### src/rtl/core/thread_table_round_robin_top_defines.svh
// Assertion macros for the thread table round-robin scheduler.
`ifndef THREAD_TABLE_ROUND_ROBIN_TOP_DEFINES_SVH
`define THREAD_TABLE_ROUND_ROBIN_TOP_DEFINES_SVH
`ifndef ASSERT_OFF
// Checked outside reset only.
`define TTRR_ASSERT(label, prop, msg) \
  label: assert property (@(posedge clk) disable iff (!rst_n) prop) else $error(msg);
// Checked at every edge, reset included.
`define TTRR_ASSERT_RST(label, prop, msg) \
  label: assert property (@(posedge clk) prop) else $error(msg);
`else
`define TTRR_ASSERT(label, prop, msg)
`define TTRR_ASSERT_RST(label, prop, msg)
`endif
`endif

### src/rtl/core/ttrr_pkg.sv
// Types, codes and constants shared by the thread table scheduler files.
package ttrr_pkg;

  localparam int ENTRIES   = 8;
  localparam int IW        = $clog2(ENTRIES);
  localparam int WORD_W    = 16;
  localparam int OP_W      = 2;
  localparam int ST_W      = 2;
  localparam int ERR_W     = 2;
  localparam int IDX_OUT_W = 3;

  typedef logic [IW-1:0] idx_t;

  localparam idx_t LAST_IDX = IW'(ENTRIES - 1);
  localparam logic [WORD_W-1:0] START_SP = 16'h0100;

  // operation codes
  localparam logic [OP_W-1:0] OP_CREATE  = 2'd0;
  localparam logic [OP_W-1:0] OP_YIELD   = 2'd1;
  localparam logic [OP_W-1:0] OP_DISPOSE = 2'd2;

  // thread status codes
  localparam logic [ST_W-1:0] ST_NEW     = 2'd0;
  localparam logic [ST_W-1:0] ST_BLOCKED = 2'd1;
  localparam logic [ST_W-1:0] ST_RUNNING = 2'd2;

  // error codes
  localparam logic [ERR_W-1:0] ERR_NONE      = 2'd0;
  localparam logic [ERR_W-1:0] ERR_NO_FREE   = 2'd1;
  localparam logic [ERR_W-1:0] ERR_NO_THREAD = 2'd2;

  typedef struct packed {
    logic [OP_W-1:0]   operation;
    logic [WORD_W-1:0] code_segment;
    logic [WORD_W-1:0] code_offset;
    logic [WORD_W-1:0] saved_stack_segment;
    logic [WORD_W-1:0] saved_stack_pointer;
  } in_item_t;

  typedef struct packed {
    logic [IDX_OUT_W-1:0] entry_index;
    logic [ST_W-1:0]      entry_status;
    logic [WORD_W-1:0]    run_segment;
    logic [WORD_W-1:0]    run_offset;
    logic [WORD_W-1:0]    run_stack_segment;
    logic [WORD_W-1:0]    run_stack_pointer;
    logic                 switch_now;
    logic                 to_kernel;
    logic [ERR_W-1:0]     error;
  } out_item_t;

  // one word of the link memory
  typedef struct packed {
    logic [ST_W-1:0] status;
    idx_t            prev;
    idx_t            next;
  } link_t;

  // one word of the context memory
  typedef struct packed {
    logic [WORD_W-1:0] seg;
    logic [WORD_W-1:0] off;
    logic [WORD_W-1:0] ss;
    logic [WORD_W-1:0] sp;
  } ctx_t;

  localparam int LINK_W = $bits(link_t);
  localparam int CTX_W  = $bits(ctx_t);

  // bit write masks into a link word
  localparam link_t LM_NEXT   = '{status: 2'b00, prev: '0, next: '1};
  localparam link_t LM_PREV   = '{status: 2'b00, prev: '1, next: '0};
  localparam link_t LM_LINKS  = '{status: 2'b00, prev: '1, next: '1};
  localparam link_t LM_STATUS = '{status: 2'b11, prev: '0, next: '0};
  localparam link_t LM_ALL    = '{status: 2'b11, prev: '1, next: '1};

endpackage

### src/rtl/core/ttrr_in_if.sv
// Valid/ready channel carrying one scheduler request.
interface ttrr_in_if import ttrr_pkg::*; ();
  logic     valid;
  logic     ready;
  in_item_t data;

  modport source (output valid, output data, input ready);
  modport sink   (input valid, input data, output ready);
endinterface

### src/rtl/core/ttrr_out_if.sv
// Valid/ready channel carrying one scheduler result.
interface ttrr_out_if import ttrr_pkg::*; ();
  logic      valid;
  logic      ready;
  out_item_t data;

  modport source (output valid, output data, input ready);
  modport sink   (input valid, input data, output ready);
endinterface

### src/rtl/core/ttrr_ram.sv
// Generic simple dual-port RAM: bit-masked write, registered read (old data on collision).
module ttrr_ram #(
  parameter int WIDTH = 8,
  parameter int DEPTH = 8
) (
  input  logic                     clk,
  input  logic                     we,
  input  logic [$clog2(DEPTH)-1:0] waddr,
  input  logic [WIDTH-1:0]         wdata,
  input  logic [WIDTH-1:0]         wmask,
  input  logic [$clog2(DEPTH)-1:0] raddr,
  output logic [WIDTH-1:0]         rdata
);

  logic [WIDTH-1:0] mem [DEPTH];

  always_ff @(posedge clk) begin
    if (we) begin
      mem[waddr] <= (mem[waddr] & ~wmask) | (wdata & wmask);
    end
    rdata <= mem[raddr];
  end

endmodule

### src/rtl/core/thread_table_round_robin_top.sv
// Top level of the round-robin thread table scheduler with free ring.
//
//  channel  | dir | transfer when          | carries
//  ---------+-----+------------------------+------------------------------------
//  in_ch    | in  | in_ch.valid & ready    | operation, code/stack context
//  out_ch   | out | out_ch.valid & ready   | entry, status, context, flags, error
//
// Requests: one at a time. From the input transfer to the result reaching the
// output register, errors and unused codes go from decode to output; yield runs
// S_RUN and S_CTX, after S_Y_NXT when saving the current thread; create and dispose
// run the unlink and relink states, and a switching dispose then S_RUN and S_CTX.
// Each ring unlink and relink touches one link word per cycle (single write port).
// Reset: synchronous, then a clearing pass over every entry builds the free ring
// in the link memory; no request is taken until it ends.
// Stalls: a result waits in the output register while the next request is taken
// and worked on; that one waits for the register before it is loaded.
`include "thread_table_round_robin_top_defines.svh"

module thread_table_round_robin_top import ttrr_pkg::*; (
  input  logic        clk,
  input  logic        rst_n,
  ttrr_in_if.sink     in_ch,
  ttrr_out_if.source  out_ch
);

  typedef enum logic [3:0] {
    S_INIT,    // clearing pass over the link memory
    S_IDLE,    // waiting for a request
    S_DISP,    // decode, check, issue first reads and writes
    S_MV_UNA,  // unlink: fix next of predecessor, read destination head
    S_MV_UNB,  // unlink: fix prev of successor
    S_MV_LKE,  // relink: write the moving entry
    S_MV_LKH,  // relink: fix next of destination head
    S_MV_LKN,  // relink: fix prev of old head successor, update heads
    S_Y_NXT,   // yield: pick up successor of current entry
    S_RUN,     // mark target running, read its context
    S_CTX,     // build result from restored context
    S_OUT      // hand result to output register
  } state_t;

  state_t    state_r, state_nxt;
  in_item_t  in_r, in_nxt;
  idx_t      e_r, e_nxt;        // entry being moved between rings
  idx_t      t_r, t_nxt;        // entry about to run
  idx_t      nu_r, nu_nxt;      // successor of moving entry
  idx_t      pu_r, pu_nxt;      // predecessor of moving entry
  idx_t      nh_r, nh_nxt;      // successor of destination head
  logic      to_ready_r, to_ready_nxt;
  idx_t      free_head_r, free_head_nxt;
  logic      free_valid_r, free_valid_nxt;
  idx_t      ready_head_r, ready_head_nxt;
  logic      ready_valid_r, ready_valid_nxt;
  idx_t      cur_r, cur_nxt;
  logic      cur_valid_r, cur_valid_nxt;
  idx_t      init_cnt_r, init_cnt_nxt;
  out_item_t res_r, res_nxt;
  out_item_t out_r, out_nxt;
  logic      out_valid_r, out_valid_nxt;

  // link memory ports
  logic  lw_en;
  idx_t  lw_addr, lr_addr;
  link_t lw_data, lw_mask, lr_data;
  // context memory ports
  logic  cw_en;
  idx_t  cw_addr, cr_addr;
  ctx_t  cw_data, cr_data;

  idx_t  dst_head;
  logic  dst_valid;
  logic  src_empty;

  // destination ring of a move: ready ring for create, free ring for dispose
  assign dst_head  = to_ready_r ? ready_head_r  : free_head_r;
  assign dst_valid = to_ready_r ? ready_valid_r : free_valid_r;
  // source ring empties when the moving entry linked to itself
  assign src_empty = (nu_r == e_r);

  ttrr_ram #(.WIDTH(LINK_W), .DEPTH(ENTRIES)) u_link_ram (
    .clk   (clk),
    .we    (lw_en),
    .waddr (lw_addr),
    .wdata (lw_data),
    .wmask (lw_mask),
    .raddr (lr_addr),
    .rdata (lr_data)
  );

  ttrr_ram #(.WIDTH(CTX_W), .DEPTH(ENTRIES)) u_ctx_ram (
    .clk   (clk),
    .we    (cw_en),
    .waddr (cw_addr),
    .wdata (cw_data),
    .wmask ({CTX_W{1'b1}}),
    .raddr (cr_addr),
    .rdata (cr_data)
  );

  assign in_ch.ready  = (state_r == S_IDLE);
  assign out_ch.valid = out_valid_r;
  assign out_ch.data  = out_r;

  always_comb begin
    state_nxt       = state_r;
    in_nxt          = in_r;
    e_nxt           = e_r;
    t_nxt           = t_r;
    nu_nxt          = nu_r;
    pu_nxt          = pu_r;
    nh_nxt          = nh_r;
    to_ready_nxt    = to_ready_r;
    free_head_nxt   = free_head_r;
    free_valid_nxt  = free_valid_r;
    ready_head_nxt  = ready_head_r;
    ready_valid_nxt = ready_valid_r;
    cur_nxt         = cur_r;
    cur_valid_nxt   = cur_valid_r;
    init_cnt_nxt    = init_cnt_r;
    res_nxt         = res_r;
    out_nxt         = out_r;
    out_valid_nxt   = out_valid_r;

    lw_en   = 1'b0;
    lw_addr = '0;
    lw_data = '0;
    lw_mask = '0;
    lr_addr = '0;
    cw_en   = 1'b0;
    cw_addr = '0;
    cw_data = '0;
    cr_addr = '0;

    // output register drains on its own transfer
    if (out_valid_r && out_ch.ready) begin
      out_valid_nxt = 1'b0;
    end

    unique case (state_r)
      S_INIT: begin
        // entry i: next i+1, prev i-1, both wrapping; status new
        lw_en          = 1'b1;
        lw_addr        = init_cnt_r;
        lw_mask        = LM_ALL;
        lw_data.status = ST_NEW;
        lw_data.next   = (init_cnt_r == LAST_IDX) ? '0 : init_cnt_r + idx_t'(1);
        lw_data.prev   = (init_cnt_r == '0) ? LAST_IDX : init_cnt_r - idx_t'(1);
        init_cnt_nxt   = init_cnt_r + idx_t'(1);
        if (init_cnt_r == LAST_IDX) begin
          state_nxt = S_IDLE;
        end
      end

      S_IDLE: begin
        if (in_ch.valid) begin
          in_nxt    = in_ch.data;
          state_nxt = S_DISP;
        end
      end

      S_DISP: begin
        res_nxt = '0;
        unique case (in_r.operation)
          OP_CREATE: begin
            if (!free_valid_r) begin
              res_nxt.error = ERR_NO_FREE;
              state_nxt     = S_OUT;
            end else begin
              e_nxt        = free_head_r;
              lr_addr      = free_head_r;
              cw_en        = 1'b1;
              cw_addr      = free_head_r;
              cw_data      = '{seg: in_r.code_segment, off: in_r.code_offset,
                               ss: in_r.code_segment, sp: START_SP};
              to_ready_nxt = 1'b1;
              state_nxt    = S_MV_UNA;
            end
          end
          OP_YIELD: begin
            if (cur_valid_r) begin
              // save outgoing context, mark blocked, fetch its successor
              cw_en          = 1'b1;
              cw_addr        = cur_r;
              cw_data        = '{seg: in_r.code_segment, off: in_r.code_offset,
                                 ss: in_r.saved_stack_segment,
                                 sp: in_r.saved_stack_pointer};
              lw_en          = 1'b1;
              lw_addr        = cur_r;
              lw_data.status = ST_BLOCKED;
              lw_mask        = LM_STATUS;
              lr_addr        = cur_r;
              state_nxt      = S_Y_NXT;
            end else if (ready_valid_r) begin
              t_nxt     = ready_head_r;
              state_nxt = S_RUN;
            end else begin
              res_nxt.error = ERR_NO_THREAD;
              state_nxt     = S_OUT;
            end
          end
          OP_DISPOSE: begin
            if (!cur_valid_r) begin
              res_nxt.error = ERR_NO_THREAD;
              state_nxt     = S_OUT;
            end else begin
              e_nxt        = cur_r;
              lr_addr      = cur_r;
              to_ready_nxt = 1'b0;
              state_nxt    = S_MV_UNA;
            end
          end
          default: begin
            // unused code: all-zero result, no state change
            state_nxt = S_OUT;
          end
        endcase
      end

      S_MV_UNA: begin
        nu_nxt = lr_data.next;
        pu_nxt = lr_data.prev;
        if (lr_data.next != e_r) begin
          lw_en        = 1'b1;
          lw_addr      = lr_data.prev;
          lw_data.next = lr_data.next;
          lw_mask      = LM_NEXT;
        end
        // rings are disjoint, so this read never meets the write above
        lr_addr   = dst_head;
        state_nxt = S_MV_UNB;
      end

      S_MV_UNB: begin
        nh_nxt = lr_data.next;
        if (!src_empty) begin
          lw_en        = 1'b1;
          lw_addr      = nu_r;
          lw_data.prev = pu_r;
          lw_mask      = LM_PREV;
        end
        state_nxt = S_MV_LKE;
      end

      S_MV_LKE: begin
        lw_en          = 1'b1;
        lw_addr        = e_r;
        lw_data.status = ST_NEW;
        lw_data.prev   = dst_valid ? dst_head : e_r;
        lw_data.next   = dst_valid ? nh_r : e_r;
        // a disposed entry keeps its status
        lw_mask        = to_ready_r ? LM_ALL : LM_LINKS;
        state_nxt      = S_MV_LKH;
      end

      S_MV_LKH: begin
        if (dst_valid) begin
          lw_en        = 1'b1;
          lw_addr      = dst_head;
          lw_data.next = e_r;
          lw_mask      = LM_NEXT;
        end
        state_nxt = S_MV_LKN;
      end

      S_MV_LKN: begin
        // when the head linked to itself this lands on the head's prev
        if (dst_valid) begin
          lw_en        = 1'b1;
          lw_addr      = nh_r;
          lw_data.prev = e_r;
          lw_mask      = LM_PREV;
        end
        if (to_ready_r) begin
          free_valid_nxt            = !src_empty;
          free_head_nxt             = src_empty ? '0 : nu_r;
          ready_head_nxt            = e_r;
          ready_valid_nxt           = 1'b1;
          res_nxt.entry_index       = IDX_OUT_W'(e_r);
          res_nxt.entry_status      = ST_NEW;
          res_nxt.run_segment       = in_r.code_segment;
          res_nxt.run_offset        = in_r.code_offset;
          res_nxt.run_stack_segment = in_r.code_segment;
          res_nxt.run_stack_pointer = START_SP;
          state_nxt                 = S_OUT;
        end else begin
          ready_valid_nxt = !src_empty;
          ready_head_nxt  = src_empty ? '0 : nu_r;
          free_head_nxt   = e_r;
          free_valid_nxt  = 1'b1;
          if (src_empty) begin
            cur_valid_nxt     = 1'b0;
            cur_nxt           = '0;
            res_nxt.to_kernel = 1'b1;
            state_nxt         = S_OUT;
          end else begin
            t_nxt              = nu_r;
            res_nxt.switch_now = 1'b1;
            state_nxt          = S_RUN;
          end
        end
      end

      S_Y_NXT: begin
        t_nxt     = lr_data.next;
        state_nxt = S_RUN;
      end

      S_RUN: begin
        lw_en          = 1'b1;
        lw_addr        = t_r;
        lw_data.status = ST_RUNNING;
        lw_mask        = LM_STATUS;
        cr_addr        = t_r;
        cur_nxt        = t_r;
        cur_valid_nxt  = 1'b1;
        state_nxt      = S_CTX;
      end

      S_CTX: begin
        res_nxt.entry_index       = IDX_OUT_W'(t_r);
        res_nxt.entry_status      = ST_RUNNING;
        res_nxt.run_segment       = cr_data.seg;
        res_nxt.run_offset        = cr_data.off;
        res_nxt.run_stack_segment = cr_data.ss;
        res_nxt.run_stack_pointer = cr_data.sp;
        state_nxt                 = S_OUT;
      end

      S_OUT: begin
        if (!out_valid_r || out_ch.ready) begin
          out_nxt       = res_r;
          out_valid_nxt = 1'b1;
          state_nxt     = S_IDLE;
        end
      end

      default: begin
        state_nxt = S_IDLE;
      end
    endcase
  end

  always_ff @(posedge clk) begin
    // payload, no reset
    in_r       <= in_nxt;
    e_r        <= e_nxt;
    t_r        <= t_nxt;
    nu_r       <= nu_nxt;
    pu_r       <= pu_nxt;
    nh_r       <= nh_nxt;
    to_ready_r <= to_ready_nxt;
    res_r      <= res_nxt;
    out_r      <= out_nxt;
    if (!rst_n) begin
      state_r       <= S_INIT;
      init_cnt_r    <= '0;
      free_head_r   <= '0;
      free_valid_r  <= 1'b1;
      ready_head_r  <= '0;
      ready_valid_r <= 1'b0;
      cur_r         <= '0;
      cur_valid_r   <= 1'b0;
      out_valid_r   <= 1'b0;
    end else begin
      state_r       <= state_nxt;
      init_cnt_r    <= init_cnt_nxt;
      free_head_r   <= free_head_nxt;
      free_valid_r  <= free_valid_nxt;
      ready_head_r  <= ready_head_nxt;
      ready_valid_r <= ready_valid_nxt;
      cur_r         <= cur_nxt;
      cur_valid_r   <= cur_valid_nxt;
      out_valid_r   <= out_valid_nxt;
    end
  end

  // every entry sits on one ring: an empty free ring means a full ready ring
  `TTRR_ASSERT(a_rings_cover, !free_valid_r |-> ready_valid_r, "free and ready rings both empty")
  // a current thread always sits on the ready ring
  `TTRR_ASSERT(a_cur_on_ready, cur_valid_r |-> ready_valid_r, "current thread with empty ready ring")
  `TTRR_ASSERT(a_flags_excl, out_ch.valid |-> !(out_ch.data.switch_now && out_ch.data.to_kernel), "switch and kernel return together")
  `TTRR_ASSERT(a_accept_disp, (in_ch.valid && in_ch.ready) |=> (state_r == S_DISP), "request taken but not decoded")
  `TTRR_ASSERT_RST(a_reset_init, !rst_n |=> (state_r == S_INIT), "reset did not start clearing pass")

endmodule
### src/flat_wrapper.sv
// flat-port wrapper written by rule: the top's interface ports become plain ports
module thread_table_round_robin_top_flat import ttrr_pkg::*;
  (clk, rst_n, in_ch_valid, in_ch_data, in_ch_ready, out_ch_valid, out_ch_data, out_ch_ready);
  ttrr_in_if in_ch_i ();
  ttrr_out_if out_ch_i ();
  input  logic clk;
  input  logic rst_n;
  input wire logic [$bits(in_ch_i.valid)-1:0] in_ch_valid;
  input wire logic [$bits(in_ch_i.data)-1:0] in_ch_data;
  output wire logic [$bits(in_ch_i.ready)-1:0] in_ch_ready;
  output wire logic [$bits(out_ch_i.valid)-1:0] out_ch_valid;
  output wire logic [$bits(out_ch_i.data)-1:0] out_ch_data;
  input wire logic [$bits(out_ch_i.ready)-1:0] out_ch_ready;
  assign in_ch_i.valid = in_ch_valid;
  assign in_ch_i.data = in_ch_data;
  assign in_ch_ready = in_ch_i.ready;
  assign out_ch_valid = out_ch_i.valid;
  assign out_ch_data = out_ch_i.data;
  assign out_ch_i.ready = out_ch_ready;
  thread_table_round_robin_top u_core (.clk(clk), .rst_n(rst_n), .in_ch(in_ch_i), .out_ch(out_ch_i));
endmodule
### config.mk
export PLATFORM = sky130hd
export DESIGN_NAME = thread_table_round_robin_top_flat
export DESIGN_NICKNAME = d
export VERILOG_FILES = /design/src/rtl/core/ttrr_pkg.sv /design/src/rtl/core/ttrr_in_if.sv /design/src/rtl/core/ttrr_out_if.sv /design/src/rtl/core/ttrr_ram.sv /design/src/rtl/core/thread_table_round_robin_top.sv /design/src/flat_wrapper.sv
export VERILOG_INCLUDE_DIRS = /design/src /design/src/rtl/core
export SDC_FILE = /design/constraint.sdc
export NUM_CORES = 1
export LEC_CHECK = 0
export ABC_AREA = 1
export BUFFER_PORTS_ARGS = -buffer_cell sky130_fd_sc_hd__buf_2
export CORE_MARGIN = 8
export CORE_UTILIZATION = 35
export CTS_BUF_LIST = sky130_fd_sc_hd__clkbuf_8 sky130_fd_sc_hd__clkbuf_16
export CTS_CLUSTER_SIZE = 14
export DETAILED_ROUTE_END_ITERATION = 16
export PLACE_DENSITY = 0.53
export SETUP_SLACK_MARGIN = 0.02
export SKIP_LAST_GASP = 1
export SYNTH_ARGS = -nofsm -noshare
export SYNTH_HDL_FRONTEND = slang
export SYNTH_SLANG_ARGS = --single-unit
export TNS_END_PERCENT = 20
### constraint.sdc
create_clock -name clk -period 8 [get_ports clk]
set_input_delay 0.4 -clock clk [delete_from_list [all_inputs] [get_ports clk]]
set_output_delay 0.4 -clock clk [all_outputs]
set_load 0.02 [all_outputs]
==> summary.json <==
{
  "final_hold_viol_count": 0,
  "worst_slew_pin_slew_ps": 1152,
  "yosysUniqueCellTypes": 44,
  "die_h_um": 329.5,
  "final_min_period_over_clock_period_pct": 53.89,
  "numPortBuffers": 143,
  "cellPowerDensity_nw_per_um2": 233.8,
  "syn_nets": 2669,
  "ys_warn_count": 0,
  "ctsRootBufferMaster": "clkbuf_16",
  "fp.dieW_um": 329.5,
  "first_global_vias": 21084,
  "floorplan.io_pins": 145,
  "outcome": "finished, final reports clean",
  "cts_buffers": 94,
  "critical_path_peak_fanout": 180,
  "post-dp-hpwl_um": 51320,
  "die_area_um2": 108600,
  "layout.cells.most_common": "edfxtp_1",
  "cts.repair.resized": 0,
  "remaining_drc_errors": 0,
  "clockBufferDepth": 3,
  "ant_nets": 0,
  "fin_worst_skew_ps": 30.25,
  "avgRoutedWirePerCell_um": 21.39,
  "maxCapViolations": 0,
  "synth-async-reset-ratio_pct": 0,
  "timing.fmax_ghz": 0.2319,
  "grt_first_pass_wirelength_um": 132400,
  "grt_util_all_layers_pct": 15.96,
  "place.gp.congestion": 0.8702,
  "layout-drive-gt1-share_pct": 19.78,
  "syn_inst": 2591,
  "cts_sinks": 876,
  "fp-row-count": 115,
  "cts.reportedPaths.clkPinSlew_ps": 60,
  "clock_insertion_delay_worst_skew_ps": 660,
  "crit_arrival_ps": 4590,
  "seq_area_frac_synth_pct": 73.84,
  "wirelength_um": 88750,
  "unrepaired_setup_endpoints_after_global_routing": "false",
  "num-nets-final": 2860,
  "timing.setup.critical_path_class": "register to register",
  "h-tree-depth": 3,
  "cts_hold_buffers": 66,
  "detailroute.via_count": 21176,
  "synth_seq_cells": 876,
  "power.ir.vdd_worst_mv": 0.1431,
  "final_cell_mix": "edfxtp_1, nand2_1, o211ai_1",
  "ys.flop_type": "edfxtp_1",
  "num_antenna_cells": 0,
  "coreArea_um2": 97840,
  "finish.instance_area_um2": 40200,
  "slew-limit-headroom_pct": 22.63,
  "synth_enable_flop_cells": 786,
  "synthesis.area_per_instance_um2": 13.28,
  "initial_utilization_pct": 35.16,
  "vias_per_cell": 5.104,
  "detail_route.first_pass.iterations": 7,
  "synth.cell_area_um2": 34400,
  "postLayoutCoreUtil_pct": 41.09,
  "syn_to_final_growth_pct": 16.85,
  "grt_max_degree": 181,
  "drt-initial-drc-count": 1836,
  "timing.hold.worst.class": "input port to register",
  "grt_overflow": 0,
  "crit_required_ps": 8280,
  "post_cts_buffers": 0,
  "setup.worst_path.end_class": "register",
  "critPathLaunchType": "register",
  "tritoncts": "done",
  "number_of_antenna_violations_at_the_first_check_in_global_routing": 1,
  "p_leak_uw": 0.01530,
  "tns_ps": 0,
  "post_dp_cell_area_um2": 36480,
  "final.min_clock_period_ps": 4312,
  "timing_max_transition_violations_final": 0,
  "setup-violations-final": 0
}
==> synthesized netlist by cell type, types with 2 or more instances <==
cell       count  area [µm²]
nand4_1       25       156.4
nor2_1       178       668.1
dfxtp_1       90        1802
o31ai_1       13       97.59
a2111oi_0      3       26.28
nand4_2        2       25.02
a21oi_1       20       100.1
inv_2         12       45.04
or2_1         52       325.3
buf_1          7       26.28
clkbuf_1      79       296.5
nor3_1         5       25.02
edfxtp_1     786       23600
a31oi_1       72       450.4
o21ai_0      119       595.6
nand2_1      283        1062
xnor2_1        5       43.79
buf_4          8       60.06
or2_2        199        1245
o211ai_1     206        1546
o221ai_1       3       26.28
o21ai_1       87       435.4
nand3_1       43       215.2
or2_0         17       106.4
ha_1           8       100.1
a22o_1        16       140.1
inv_1        164       615.6
nand2_2        4       25.02
nand3_2        4       40.04
nor2_2         8       50.05
a211oi_1       3       22.52
nor2_4         6       67.56
o22ai_1        4       25.02
buf_2         50       250.2
==> worst max-delay path, stage by stage (launching register included) <==
cell     delay (ps)
dfxtp_1         470
inv_2            80
nand2_1         220
nor2_4          110
nand2_8         700
nand3_1         290
nor2_4          600
nand3_4         460
inv_2           240
nand2_1          80
a41oi_1         660
==> power by group <==
group / internal, µW / total, µW / leakage [µW] / switching [µW]
Combinational: 69.2 / 168 / 0.00453 / 99.3
Clock: 2480 / 4260 / 0.00158 / 1780
Sequential: 4960 / 4970 / 0.00919 / 17.1
==> per-stage QoR <==
step	setup WS, ps	instances	hold slack (ps)	total power [µW]
2_1_floorplan	3087	2591	400.3	5149
3_3_place_gp	3893	3907	403.3	5211
3_5_place_dp	3727	3907	404.5	5213
4_1_cts	3725	4149	13.51	9508
5_1_grt	3421	4149	55.20	9694
6_report	3688	4149	66.14	9398
==> registers in the layout, summed over array words and instances, names as in the netlist, 4 cells and up <==
signal,cells
u_core.out_ch.data,72
u_core.u_ctx_ram.rdata,64
u_core.u_ctx_ram.mem,512
u_core.u_link_ram.rdata,6
u_core.in_r,66
u_core.res_r,72
u_core.state_r,4
u_core.u_link_ram.mem,48
==> cells by family after synthesis <==
logic type | share of synthesized area [%]
other cells | 0.01090
fa+ha+maj | 0.2910
xor+xnor | 0.1273
compound gates | 10.18
buf+inv | 3.786
flops | 73.84
simple gates | 11.76
==> area by class of cell <==
cell class / instances / area (µm²)
inverters: 177 / 671.9
fillers: 8989 / 57640
clock inverters: 78 / 651.9
multi-input cells: 1393 / 7833
well taps: 1287 / 1610
flip-flops and latches: 876 / 25400
repair buffers: 240 / 1622
clock buffers: 98 / 2407
==> metal layers <==
layer	routed length, µm	vias to the layer above	GRT usage, %
met5	0	-	0
li1	-	9762	-
met3	4846	138	2.430
met4	2018	0	4.877
met1	38690	10653	21.23
met2	43200	623	26.89
==> final timing paths <==
kind	end	cells after the start	startpoint	slack, ps
max	u_core.u_link_ram.mem[0][0]$_DFFE_PP_	10	u_core.state_r[2]$_SDFFE_PN0P_	3690
min	u_core.state_r[3]$_SDFFE_PN0P_	3	rst_n	70
max reg2reg	u_core.u_link_ram.mem[0][0]$_DFFE_PP_	10	u_core.state_r[2]$_SDFFE_PN0P_	3690
min reg2reg	u_core.out_ch.data[41]$_DFFE_PP_	0	u_core.res_r[41]$_DFFE_PP_	400
Note: power is estimated with default switching activity, not from simulation.
